==> src/design/rte_pkg.sv <==
`timescale 1ns / 1ps
// ----------------------------------------------------------------------------
// rte_pkg
// Shared types and codes for the first-match route lookup: item structs,
// route entry, lookup token passed along the cell chain, and control states.
// ----------------------------------------------------------------------------
package rte_pkg;

    localparam int IDX_W  = 4;
    localparam int PORT_W = 2;
    localparam int ADDR_W = 32;

    localparam int DEF_TABLE_ENTRIES = 16;
    localparam int DEF_NUM_PORTS     = 4;

    // operation codes
    localparam logic [1:0] OP_WRITE = 2'd0;
    localparam logic [1:0] OP_ROUTE = 2'd1;
    localparam logic [1:0] OP_ARP   = 2'd2;

    // result codes
    localparam logic [2:0] ACT_WRITTEN   = 3'd0;
    localparam logic [2:0] ACT_FORWARD   = 3'd1;
    localparam logic [2:0] ACT_ARP_REPLY = 3'd2;
    localparam logic [2:0] ACT_DROP      = 3'd3;
    localparam logic [2:0] ACT_OWN       = 3'd4;

    // kind bits
    localparam int KIND_GATE_BIT = 0;
    localparam int KIND_HOST_BIT = 1;

    typedef struct packed {
        logic [1:0]        op;
        logic [IDX_W-1:0]  entry_index;
        logic [ADDR_W-1:0] entry_dest;
        logic [ADDR_W-1:0] entry_mask;
        logic [ADDR_W-1:0] entry_gateway;
        logic [PORT_W-1:0] entry_port;
        logic              entry_gate;
        logic              entry_host;
        logic              entry_valid;
        logic [ADDR_W-1:0] target_ip;
        logic [ADDR_W-1:0] sender_ip;
    } t_in_item;

    typedef struct packed {
        logic [2:0]        action;
        logic [ADDR_W-1:0] next_hop_ip;
        logic [PORT_W-1:0] out_port;
        logic [IDX_W-1:0]  match_index;
    } t_out_item;

    typedef struct packed {
        logic [ADDR_W-1:0] dest;
        logic [ADDR_W-1:0] mask;
        logic [ADDR_W-1:0] gateway;
        logic [PORT_W-1:0] port;
        logic [1:0]        kind;
        logic              valid;
    } t_entry;

    typedef struct packed {
        logic              busy;
        logic              arp;
        logic [ADDR_W-1:0] target;
        logic [ADDR_W-1:0] sender;
        logic              found;
        logic [ADDR_W-1:0] hop;
        logic [PORT_W-1:0] port;
        logic [IDX_W-1:0]  idx;
    } t_token;

    typedef enum logic [1:0] {
        ST_IDLE,
        ST_RUN,
        ST_DONE
    } t_state;

endpackage

==> src/design/rte_cell.sv <==
`timescale 1ns / 1ps
// ----------------------------------------------------------------------------
// rte_cell
// One route table slot. Holds its entry and checks the passing lookup token,
// claiming it on the first hit, then hands the token to the next cell.
// ----------------------------------------------------------------------------
module rte_cell
    import rte_pkg::*;
#(
    parameter int IDX = 0
) (
    input  logic   i_clk,
    input  logic   i_rst_n,
    input  logic   i_we,
    input  t_entry i_wentry,
    input  t_token i_tok,
    output t_token o_tok
);

    t_entry r_entry;
    t_token r_tok;
    t_token n_tok;
    logic   w_hit;

    // valid bit is control state; address fields stay undefined until written
    always_ff @(posedge i_clk) begin
        if (!i_rst_n) begin
            r_entry.valid <= 1'b0;
        end else if (i_we) begin
            r_entry <= i_wentry;
        end
    end

    assign w_hit = i_tok.busy && !i_tok.found && r_entry.valid
                   && (r_entry.dest == (r_entry.mask & i_tok.target))
                   && (i_tok.arp || (r_entry.kind != 2'b00));

    always_comb begin
        n_tok = i_tok;
        if (w_hit) begin
            n_tok.found = 1'b1;
            n_tok.port  = r_entry.port;
            n_tok.idx   = IDX_W'(IDX);
            if (i_tok.arp) begin
                n_tok.hop = i_tok.sender;
            end else if (r_entry.kind[KIND_GATE_BIT]) begin
                n_tok.hop = r_entry.gateway;
            end else begin
                n_tok.hop = i_tok.target;
            end
        end
    end

    // busy is control state; the token payload needs no reset
    always_ff @(posedge i_clk) begin
        if (!i_rst_n) begin
            r_tok.busy <= 1'b0;
        end else begin
            r_tok <= n_tok;
        end
    end

    assign o_tok = r_tok;

endmodule

==> src/design/first_match_route_lookup.sv <==
`timescale 1ns / 1ps
// ----------------------------------------------------------------------------
// first_match_route_lookup
// Static route table with first-match IP forwarding and proxy ARP check,
// built as a chain of table cells that a lookup token walks through.
// ----------------------------------------------------------------------------
//
//  Channel   Direction  Handshake                   Payload
//  --------  ---------  --------------------------  -----------------------
//  input     in         i_in_valid / o_in_ready     i_in_item  (t_in_item)
//  result    out        o_out_valid / i_out_ready   o_out_item (t_out_item)
//  config    in         i_cfg_we (no wait)          i_cfg_wdata (own_ip)
//
//  Flow: one item at a time. Writes, own-address route packets and unused
//  op codes give their result in the output register on the next cycle.
//  IP and ARP lookups pass the token one cell per cycle along the chain,
//  then the result from the last cell lands in the output register.
//  Reset clears every slot's valid bit directly; no clearing pass.
//  A stalled result holds the output register; a lookup that finishes
//  behind it parks in a pending register until the transfer completes.
//
module first_match_route_lookup
    import rte_pkg::*;
#(
    parameter int TABLE_ENTRIES = DEF_TABLE_ENTRIES,
    parameter int NUM_PORTS     = DEF_NUM_PORTS
) (
    input  logic              i_clk,
    input  logic              i_rst_n,
    input  logic              i_in_valid,
    output logic              o_in_ready,
    input  t_in_item          i_in_item,
    output logic              o_out_valid,
    input  logic              i_out_ready,
    output t_out_item         o_out_item,
    input  logic              i_cfg_we,
    input  logic [ADDR_W-1:0] i_cfg_wdata
);

    // highest legal port; written ports above it saturate to it
    localparam logic [PORT_W-1:0] PORT_MAX = PORT_W'(NUM_PORTS - 1);

    t_state            r_state;
    t_state            n_state;
    logic [ADDR_W-1:0] r_own_ip;
    logic              r_out_valid;
    t_out_item         r_out_item;
    t_out_item         r_pend;
    t_out_item         n_res;
    t_out_item         w_exit_res;
    logic              w_load;
    logic              w_launch;
    logic              w_out_free;
    logic              w_in_acc;
    logic              w_wr_item;
    t_entry            w_wentry;
    t_token            w_inject;
    t_token            w_tok [TABLE_ENTRIES+1];
    logic [TABLE_ENTRIES-1:0] w_we;
    logic [TABLE_ENTRIES-1:0] w_busy;

    // own address register
    always_ff @(posedge i_clk) begin
        if (!i_rst_n) begin
            r_own_ip <= '0;
        end else if (i_cfg_we) begin
            r_own_ip <= i_cfg_wdata;
        end
    end

    assign w_out_free = !r_out_valid || i_out_ready;
    assign o_in_ready = (r_state == ST_IDLE) && w_out_free;
    assign w_in_acc   = i_in_valid && o_in_ready;
    assign w_wr_item  = w_in_acc && (i_in_item.op == OP_WRITE);

    // entry as stored: kind packs gate and host, port saturates
    always_comb begin
        w_wentry.dest    = i_in_item.entry_dest;
        w_wentry.mask    = i_in_item.entry_mask;
        w_wentry.gateway = i_in_item.entry_gateway;
        w_wentry.port    = (int'(i_in_item.entry_port) > NUM_PORTS - 1)
                           ? PORT_MAX : i_in_item.entry_port;
        w_wentry.kind    = {i_in_item.entry_host, i_in_item.entry_gate};
        w_wentry.valid   = i_in_item.entry_valid;
    end

    // token entering the first cell
    always_comb begin
        w_inject        = '0;
        w_inject.busy   = w_launch;
        w_inject.arp    = (i_in_item.op == OP_ARP);
        w_inject.target = i_in_item.target_ip;
        w_inject.sender = i_in_item.sender_ip;
    end

    assign w_tok[0] = w_inject;

    // the chain: one cell per slot, token advances one cell per cycle
    for (genvar k = 0; k < TABLE_ENTRIES; k++) begin : g_cell
        // slots beyond the 4-bit index range are never written
        assign w_we[k]   = w_wr_item && (int'(i_in_item.entry_index) == k);
        assign w_busy[k] = w_tok[k+1].busy;

        rte_cell #(
            .IDX (k)
        ) u_cell (
            .i_clk    (i_clk),
            .i_rst_n  (i_rst_n),
            .i_we     (w_we[k]),
            .i_wentry (w_wentry),
            .i_tok    (w_tok[k]),
            .o_tok    (w_tok[k+1])
        );
    end

    // result carried out of the last cell
    always_comb begin
        w_exit_res = '0;
        if (w_tok[TABLE_ENTRIES].found) begin
            w_exit_res.action      = w_tok[TABLE_ENTRIES].arp ? ACT_ARP_REPLY
                                                              : ACT_FORWARD;
            w_exit_res.next_hop_ip = w_tok[TABLE_ENTRIES].hop;
            w_exit_res.out_port    = w_tok[TABLE_ENTRIES].port;
            w_exit_res.match_index = w_tok[TABLE_ENTRIES].idx;
        end else begin
            w_exit_res.action = ACT_DROP;
        end
    end

    always_ff @(posedge i_clk) begin
        if (!i_rst_n) begin
            r_state <= ST_IDLE;
        end else begin
            r_state <= n_state;
        end
    end

    // sequencing: answer at once, or launch a token and wait for it
    always_comb begin
        n_state  = r_state;
        w_load   = 1'b0;
        w_launch = 1'b0;
        n_res    = '0;
        case (r_state)
            ST_IDLE: begin
                if (w_in_acc) begin
                    case (i_in_item.op)
                        OP_WRITE: begin
                            w_load       = 1'b1;
                            n_res.action = ACT_WRITTEN;
                        end
                        OP_ROUTE: begin
                            if (i_in_item.target_ip == r_own_ip) begin
                                w_load       = 1'b1;
                                n_res.action = ACT_OWN;
                            end else begin
                                w_launch = 1'b1;
                                n_state  = ST_RUN;
                            end
                        end
                        OP_ARP: begin
                            w_launch = 1'b1;
                            n_state  = ST_RUN;
                        end
                        default: begin
                            w_load       = 1'b1;
                            n_res.action = ACT_DROP;
                        end
                    endcase
                end
            end
            ST_RUN: begin
                if (w_tok[TABLE_ENTRIES].busy) begin
                    if (w_out_free) begin
                        w_load  = 1'b1;
                        n_res   = w_exit_res;
                        n_state = ST_IDLE;
                    end else begin
                        n_state = ST_DONE;
                    end
                end
            end
            ST_DONE: begin
                if (w_out_free) begin
                    w_load  = 1'b1;
                    n_res   = r_pend;
                    n_state = ST_IDLE;
                end
            end
            default: begin
                n_state = ST_IDLE;
            end
        endcase
    end

    // park a finished lookup while the output register is still full
    always_ff @(posedge i_clk) begin
        if (r_state == ST_RUN && w_tok[TABLE_ENTRIES].busy) begin
            r_pend <= w_exit_res;
        end
    end

    // output register: load a fresh result, drop the old one on transfer
    always_ff @(posedge i_clk) begin
        if (!i_rst_n) begin
            r_out_valid <= 1'b0;
        end else if (w_load) begin
            r_out_valid <= 1'b1;
        end else if (i_out_ready) begin
            r_out_valid <= 1'b0;
        end
    end

    always_ff @(posedge i_clk) begin
        if (w_load) begin
            r_out_item <= n_res;
        end
    end

    assign o_out_valid = r_out_valid;
    assign o_out_item  = r_out_item;

`ifndef SYNTH
    a_one_token: assert property (@(posedge i_clk) disable iff (!i_rst_n)
        $countones(w_busy) <= 1)
        else $error("more than one lookup token in the chain");

    a_exit_in_run: assert property (@(posedge i_clk) disable iff (!i_rst_n)
        w_tok[TABLE_ENTRIES].busy |-> (r_state == ST_RUN))
        else $error("token left the chain outside a lookup");

    a_latency: assert property (@(posedge i_clk) disable iff (!i_rst_n)
        w_launch |-> ##(TABLE_ENTRIES) w_tok[TABLE_ENTRIES].busy)
        else $error("lookup token did not leave the chain on time");

    a_plain_zero: assert property (@(posedge i_clk) disable iff (!i_rst_n)
        (r_out_valid && (r_out_item.action == ACT_OWN
                         || r_out_item.action == ACT_WRITTEN
                         || r_out_item.action == ACT_DROP))
        |-> (r_out_item.next_hop_ip == '0 && r_out_item.out_port == '0
             && r_out_item.match_index == '0))
        else $error("result without a match carries match fields");
`endif

endmodule
==> config.mk <==
export PLATFORM = sky130hd
export DESIGN_NAME = first_match_route_lookup
export DESIGN_NICKNAME = d
export VERILOG_FILES = /design/src/design/rte_pkg.sv /design/src/design/rte_cell.sv /design/src/design/first_match_route_lookup.sv
export SDC_FILE = /design/constraint.sdc
export NUM_CORES = 2
export LEC_CHECK = 0
export BUFFER_PORTS_ARGS = -buffer_cell sky130_fd_sc_hd__buf_2
export CORE_MARGIN = 4
export CORE_UTILIZATION = 50
export DETAILED_ROUTE_END_ITERATION = 12
export PLACE_DENSITY = 0.69
export SETUP_SLACK_MARGIN = 0.5
export SLEW_MARGIN = 10
export SYNTH_ARGS = -nofsm -noshare
export SYNTH_HDL_FRONTEND = slang
export SYNTH_SLANG_ARGS = --single-unit
==> constraint.sdc <==
create_clock -name i_clk -period 6.8 [get_ports i_clk]
set_clock_uncertainty 0.2 [all_clocks]
set_input_delay 0 -clock i_clk [delete_from_list [all_inputs] [get_ports i_clk]]
set_output_delay 0 -clock i_clk [all_outputs]
set_load 0.03 [all_outputs]
## Word level (Yosys, flattened, before mapping)

Cells that the tools add are included.
Widths: inputs -> output; s select.

- Mux-type cells: 78
- Equal/unequal tests: 41
- Reductions and logical operators: 154
- Div/mod/pow operators: 0
- Bitwise logic cells: 16
- $lt $le $gt $ge: 0
- Shifts and indexed selects: 0
- Add/sub/neg operators: 0
- Multipliers: 0

Operator list:

| operator | count |
|---|---|
| $mux 32 | 32 |
| $mux 38 | 16 |
| $eq 32x32->1 | 17 |
| $and 32x32->32 | 16 |
| $mux 41 | 3 |
| $logic_and 1x1->1 | 83 |
| $pmux 38 s2 | 1 |
| $mux 39 | 1 |
| $reduce_bool 2->1 | 17 |
| $eq 4x4->1 const B | 8 |
| $reduce_and 2->1 | 16 |
| $logic_or 1x1->1 | 17 |
| $eq 4x3->1 const B | 4 |
| $logic_not 1->1 | 16 |
| $mux 2 | 7 |
| $mux 1 | 9 |
| $pmux 3 s3 | 1 |
| $eq 4x2->1 const B | 2 |
| $mux 3 | 2 |
| $pmux 2 s3 | 1 |
| $pmux 3 s2 | 1 |
| $reduce_and 5->1 | 1 |
| $eq 2x1->1 const B | 2 |
| $eq 2x2->1 const B | 2 |
| other kinds (11) | 14 |

- Latch bits: 0
- Bits in read-only memories: 0
- Memory bits (writable): 0
- Output and inout bits: 43
- Word-level logic and storage cells: 522
- Input bits: 208
- Flip-flop bits (word level): 3349
- Memories kept: 0

## Logic depth before layout (Yosys ltp)

- Word-level depth: 10
- Mapped depth: 8
- Mapped depth without buffers: 7

## Modules after synthesis

Synthesis repeated with hierarchy kept, for this count alone.

- Cell total of the unflattened synthesis: 7448
- Area total of the unflattened synthesis: 129749.4 um2

Modules (own cells, without submodules):

| module | instances | seq. area each (um2) | area an instance (um2) | cells each |
|---|---|---|---|---|
| rte_cell | 16 | 6165.9 | 7781.2 | 438 |
| first_match_route_lookup | 1 | 3133.0 | 5250.0 | 440 |

## Least setup slack after synthesis

No wires, ideal clock.

- Path type: flip-flop to flip-flop
- From: register r_out_valid (netlist: o_out_valid)
- To: register g_cell[14].u_cell.r_entry[100] in the netlist's numbering, enable pin
- Buffers on the path: 2
- Period minus slack after synthesis: 6222 ps
- Cell stages (with the launch flop): 7
- Path slack: 578 ps
- Arrival time: 5462 ps
- Library setup time: 560 ps
- Required time: 6040 ps
- Path through: dfxtp_1 nand2b_1 clkbuf_1 and4_1 nand3_1 clkbuf_1 nor2_1

- Word-level cells in the longest chain between the ends: 7

Ends and longest elaborated chain:

| item | RTL line | RTL |
|---|---|---|
| from (decl) | first_match_route_lookup.sv:46 | `logic r_out_valid;` |
| from (signal assigned) | first_match_route_lookup.sv:206 | `r_out_valid <= 1'b0;` |
| from (signal assigned) | first_match_route_lookup.sv:208 | `r_out_valid <= 1'b1;` |
| from (signal assigned) | first_match_route_lookup.sv:210 | `r_out_valid <= 1'b0;` |
| $logic_not 1->1 | first_match_route_lookup.sv:71 | `assign w_out_free = !r_out_valid \|\| i_out_ready;` |
| $logic_or 1x1->1 | first_match_route_lookup.sv:71 |  |
| $logic_and 1x1->1 | first_match_route_lookup.sv:72 | `assign o_in_ready = (r_state == ST_IDLE) && w_out_free;` |
| $logic_and 1x1->1 | first_match_route_lookup.sv:73 | `assign w_in_acc = i_in_valid && o_in_ready;` |
| $logic_and 1x1->1 | first_match_route_lookup.sv:74 | `assign w_wr_item = w_in_acc && (i_in_item.op == OP_WRITE);` |
| $logic_and 1x1->1 | first_match_route_lookup.sv:101 | `assign w_we[k] = w_wr_item && (int'(i_in_item.entry_index) == k);` |
| $reduce_and 2->1 (no line) | - |  |
| to (signal assigned) | rte_cell.sv:30 | `r_entry <= i_wentry;` |
| to (decl) | rte_cell.sv:20 | `t_entry r_entry;` |

No other way between the ends.
A chain may end at the register's enable or synchronous reset.

## Worst setup path after layout

- From: register r_state[0]
- To: register g_cell[3].u_cell.r_entry[0] in the netlist's numbering

- Word-level cells in the longest chain between the ends: 5

Ends and longest elaborated chain:

| item | RTL line | RTL |
|---|---|---|
| from (decl) | first_match_route_lookup.sv:43 | `t_state r_state;` |
| from (signal assigned) | first_match_route_lookup.sv:134 | `r_state <= n_state;` |
| $logic_not 2->1 | first_match_route_lookup.sv:72 |  |
| $logic_and 1x1->1 | first_match_route_lookup.sv:72 |  |
| $logic_and 1x1->1 | first_match_route_lookup.sv:73 |  |
| $logic_and 1x1->1 | first_match_route_lookup.sv:74 |  |
| $logic_and 1x1->1 | first_match_route_lookup.sv:101 |  |
| to (signal assigned) | rte_cell.sv:30 |  |
| to (decl) | rte_cell.sv:20 |  |

No other way between the ends.

==> results.tsv <==
metric	value	unit
initial_core_util	50.33	%
grt_pass1_vias	65610	
ys_ff_latch	3333	
vias	66270	
leakagePower	0.05129	uW
utilization	58.65	%
start_kind	flop	
arrival	5.05	ns
synth_area_leaders	edfxtp_1 77%, mux2_2 4.5%, mux2i_1 4.4%, nand2_1 3.0%, xor2_1 2.9%	
endpoint_kind	flop	
dr.pass1.iters	6	
hp-class	in2reg	
rr_worst_depth	10	
cts_resized	0	
setup_viol	0	
path_max_fanout	11	
gp_congestion	0.9424	
grt_max_degree	170	
min_period	4.451	ns
hold_path_end	g_cell[0].u_cell.r_entry[98]	
rsz0062_at_grt	no	
maxCapViolCount	0	
track_usage	23.89	%
tritoncts	yes	
yosysWarnings	0	
synth_ff_type	edfxtp_1	
dp_hpwl	214.7	mm
via_per_inst	5.580	
synth_top_area_cell	edfxtp_1	
crit_required	7.40	ns
min_path_cells	2	
syn_area_per_cell	17.17	um2
fin_nets	8511	
max_slew.worst_pin.slew	1.304	ns
slew_headroom	12.79	%
clk_pin_slew_worst_paths	0.06	ns
die_w	511.5	um
io_buffers	250	
outcome	finished clean	
worstSkewPairLatency	0.93	ns
maxSlewViolCount	0	
tns	0	ns
overflow	0	
synth_cells	7384	
clock_path_buffers	4	
timing.rr.start	r_state[0]	
seq_area	99420	um2
clockRootBuffer	clkbuf_16	
multi_input_area	26320	um2
netlist_top_cells_count	3,266 x edfxtp_1, 997 x nand2_1, 551 x mux2i_1, 510 x mux2_2, 497 x o21ai_0	
netlist_area	126800	um2
numCtsBuffers	329	
synth_top_area_share	77.37	%
synth.distinct_cells	49	
wl	317.8	mm
holdCritStartpoint	i_in_item[162]	
antenna_found_initial	27	
drive_above_1_share	16.21	%
criticalPathCategory	reg2reg	
fin_crit_sh	65.46	%
die_area	261600	um2
io_pins	251	
cts_num_sinks	3333	
h-tree-depth	5	
drtIter0Drc	7696	
drc	0	
rrSetupSlack	2.35	ns
routedWlPerCell	26.76	um
syn2layout_area_growth	16.55	%
core	251900	um2
fillers	18280	
vdd_drop_max	0.0002762	V
row_count	184	
r2r_end	g_cell[3].u_cell.r_entry[0]	
synth_edf_count	3266	
powerDensity	291.3	nW/um2
synthArstFlopShare	0	%
yosysSeqAreaShare	78.43	%
hold_viol_final	0	
max_freq	0.2247	GHz
grt_pass1_wl	457.3	mm
ant_nets	0	
syn-num-nets	7600	
synth_most_common_cell	edfxtp_1	
die_h	511.5	um
[metal layers]
layer	track usage (%)	wire, um
met5	0	0
met4	9.927	14500
met3	2.690	23630
met2	37.76	147600
met1	34.12	132100
[report_power, final]
group	leakage, uW	switching (uW)	total [uW]	internal [uW]
clock network	0.00497	7270	17400	10200
logic	0.0151	1310	1960	652
registers	0.0312	367	23700	23300
[worst max path at each step]
stage / from / end / cells after the start
after floorplan: o_out_valid / g_cell[14].u_cell.r_entry[100] / 6
after global placement: g_cell[13].u_cell.o_tok[75] / g_cell[14].u_cell.o_tok[32] / 7
after detailed placement: g_cell[13].u_cell.o_tok[75] / g_cell[14].u_cell.o_tok[32] / 7
after CTS: r_state[0] / g_cell[3].u_cell.r_entry[0] / 10
after global routing: r_state[0] / g_cell[3].u_cell.r_entry[0] / 10
final: r_state[0] / g_cell[3].u_cell.r_entry[0] / 10
[kinds of logic (layout without fill, tap and decap cells)]
logic type	Yosys count	in the layout	share of synthesized area [%]
mux	1061	1061	8.882
simple gates	1551	1551	5.474
other cells	0	7	0
xor+xnor	516	516	3.565
buf+inv	287	1424	0.9180
compound gates	628	628	2.650
fa+ha+maj	8	8	0.07897
flops	3333	3333	78.43
[through the flow]
step           instances  power [uW]  hold WS, ns  worst slack (ns)  area, um2
3_3_place_gp       10810       25650    -0.003484             2.587     132100
5_1_grt            11870       44340      0.04567             2.172     147700
4_1_cts            11870       43230     0.001194             2.412     147700
2_1_floorplan       7384       24610      -0.1011            0.5777     126800
6_report           11880       43040      0.05903             2.349     147700
3_5_place_dp       10810       25710    -0.005512             2.511     132100
[cells in the final DEF, fill, tap and decap left out, drive strengths merged, types with 38 or more instances in the layout]
master | netlist | final
nand2b | 48 | 48
mux2 | 510 | 510
xnor2 | 94 | 94
nor4 | 52 | 52
nand2 | 997 | 997
and2 | 73 | 73
dfxtp | 67 | 67
a21oi | 58 | 58
buf | 34 | 385
dlygate4sd3 | 0 | 468
clkbuf | 239 | 414
mux2i | 551 | 551
xor2 | 422 | 422
edfxtp | 3266 | 3266
o21ai | 497 | 497
a22oi | 38 | 38
nand4 | 102 | 102
clkinv | 1 | 101
nor2 | 170 | 170
[worst max-delay path: stages (launching register included)]
cell	delay, ns
dfxtp_1	0.34
inv_1	0.10
ha_1	0.26
and4_1	0.41
nand3_1	0.70
nor3_1	0.34
dlygate4sd3_1	0.61
mux2i_1	0.17
dlygate4sd3_1	0.56
nor2_1	0.04
dlygate4sd3_1	0.58
[area by class of cell]
cell class	count	share of cell area [%]
Sequential cell	3333	67.30
Multi-Input combinational cell	3764	17.81
Clock buffer	414	5.924
Timing Repair Buffer	853	5.126
Tap cell	3348	2.836
Clock inverter	143	0.9571
Inverter	14	0.03557
Antenna cell	7	0.01186
[what timing repair did]
action	in CTS	in global routing
buffers inserted	0	0
hold buffers	504	0
endpoints found under the setup margin	0	0
endpoints found under the hold margin	2777	0
[sequential cells by signal, summed over array words and instances (netlist names)]
signal	cells
g_cell.u_cell.r_entry	1616
g_cell.u_cell.o_tok	1601
o_out_item	41
r_pend	40
r_own_ip	32
r_state	2
o_out_valid	1
Note: power is estimated with default switching activity, not from simulation.
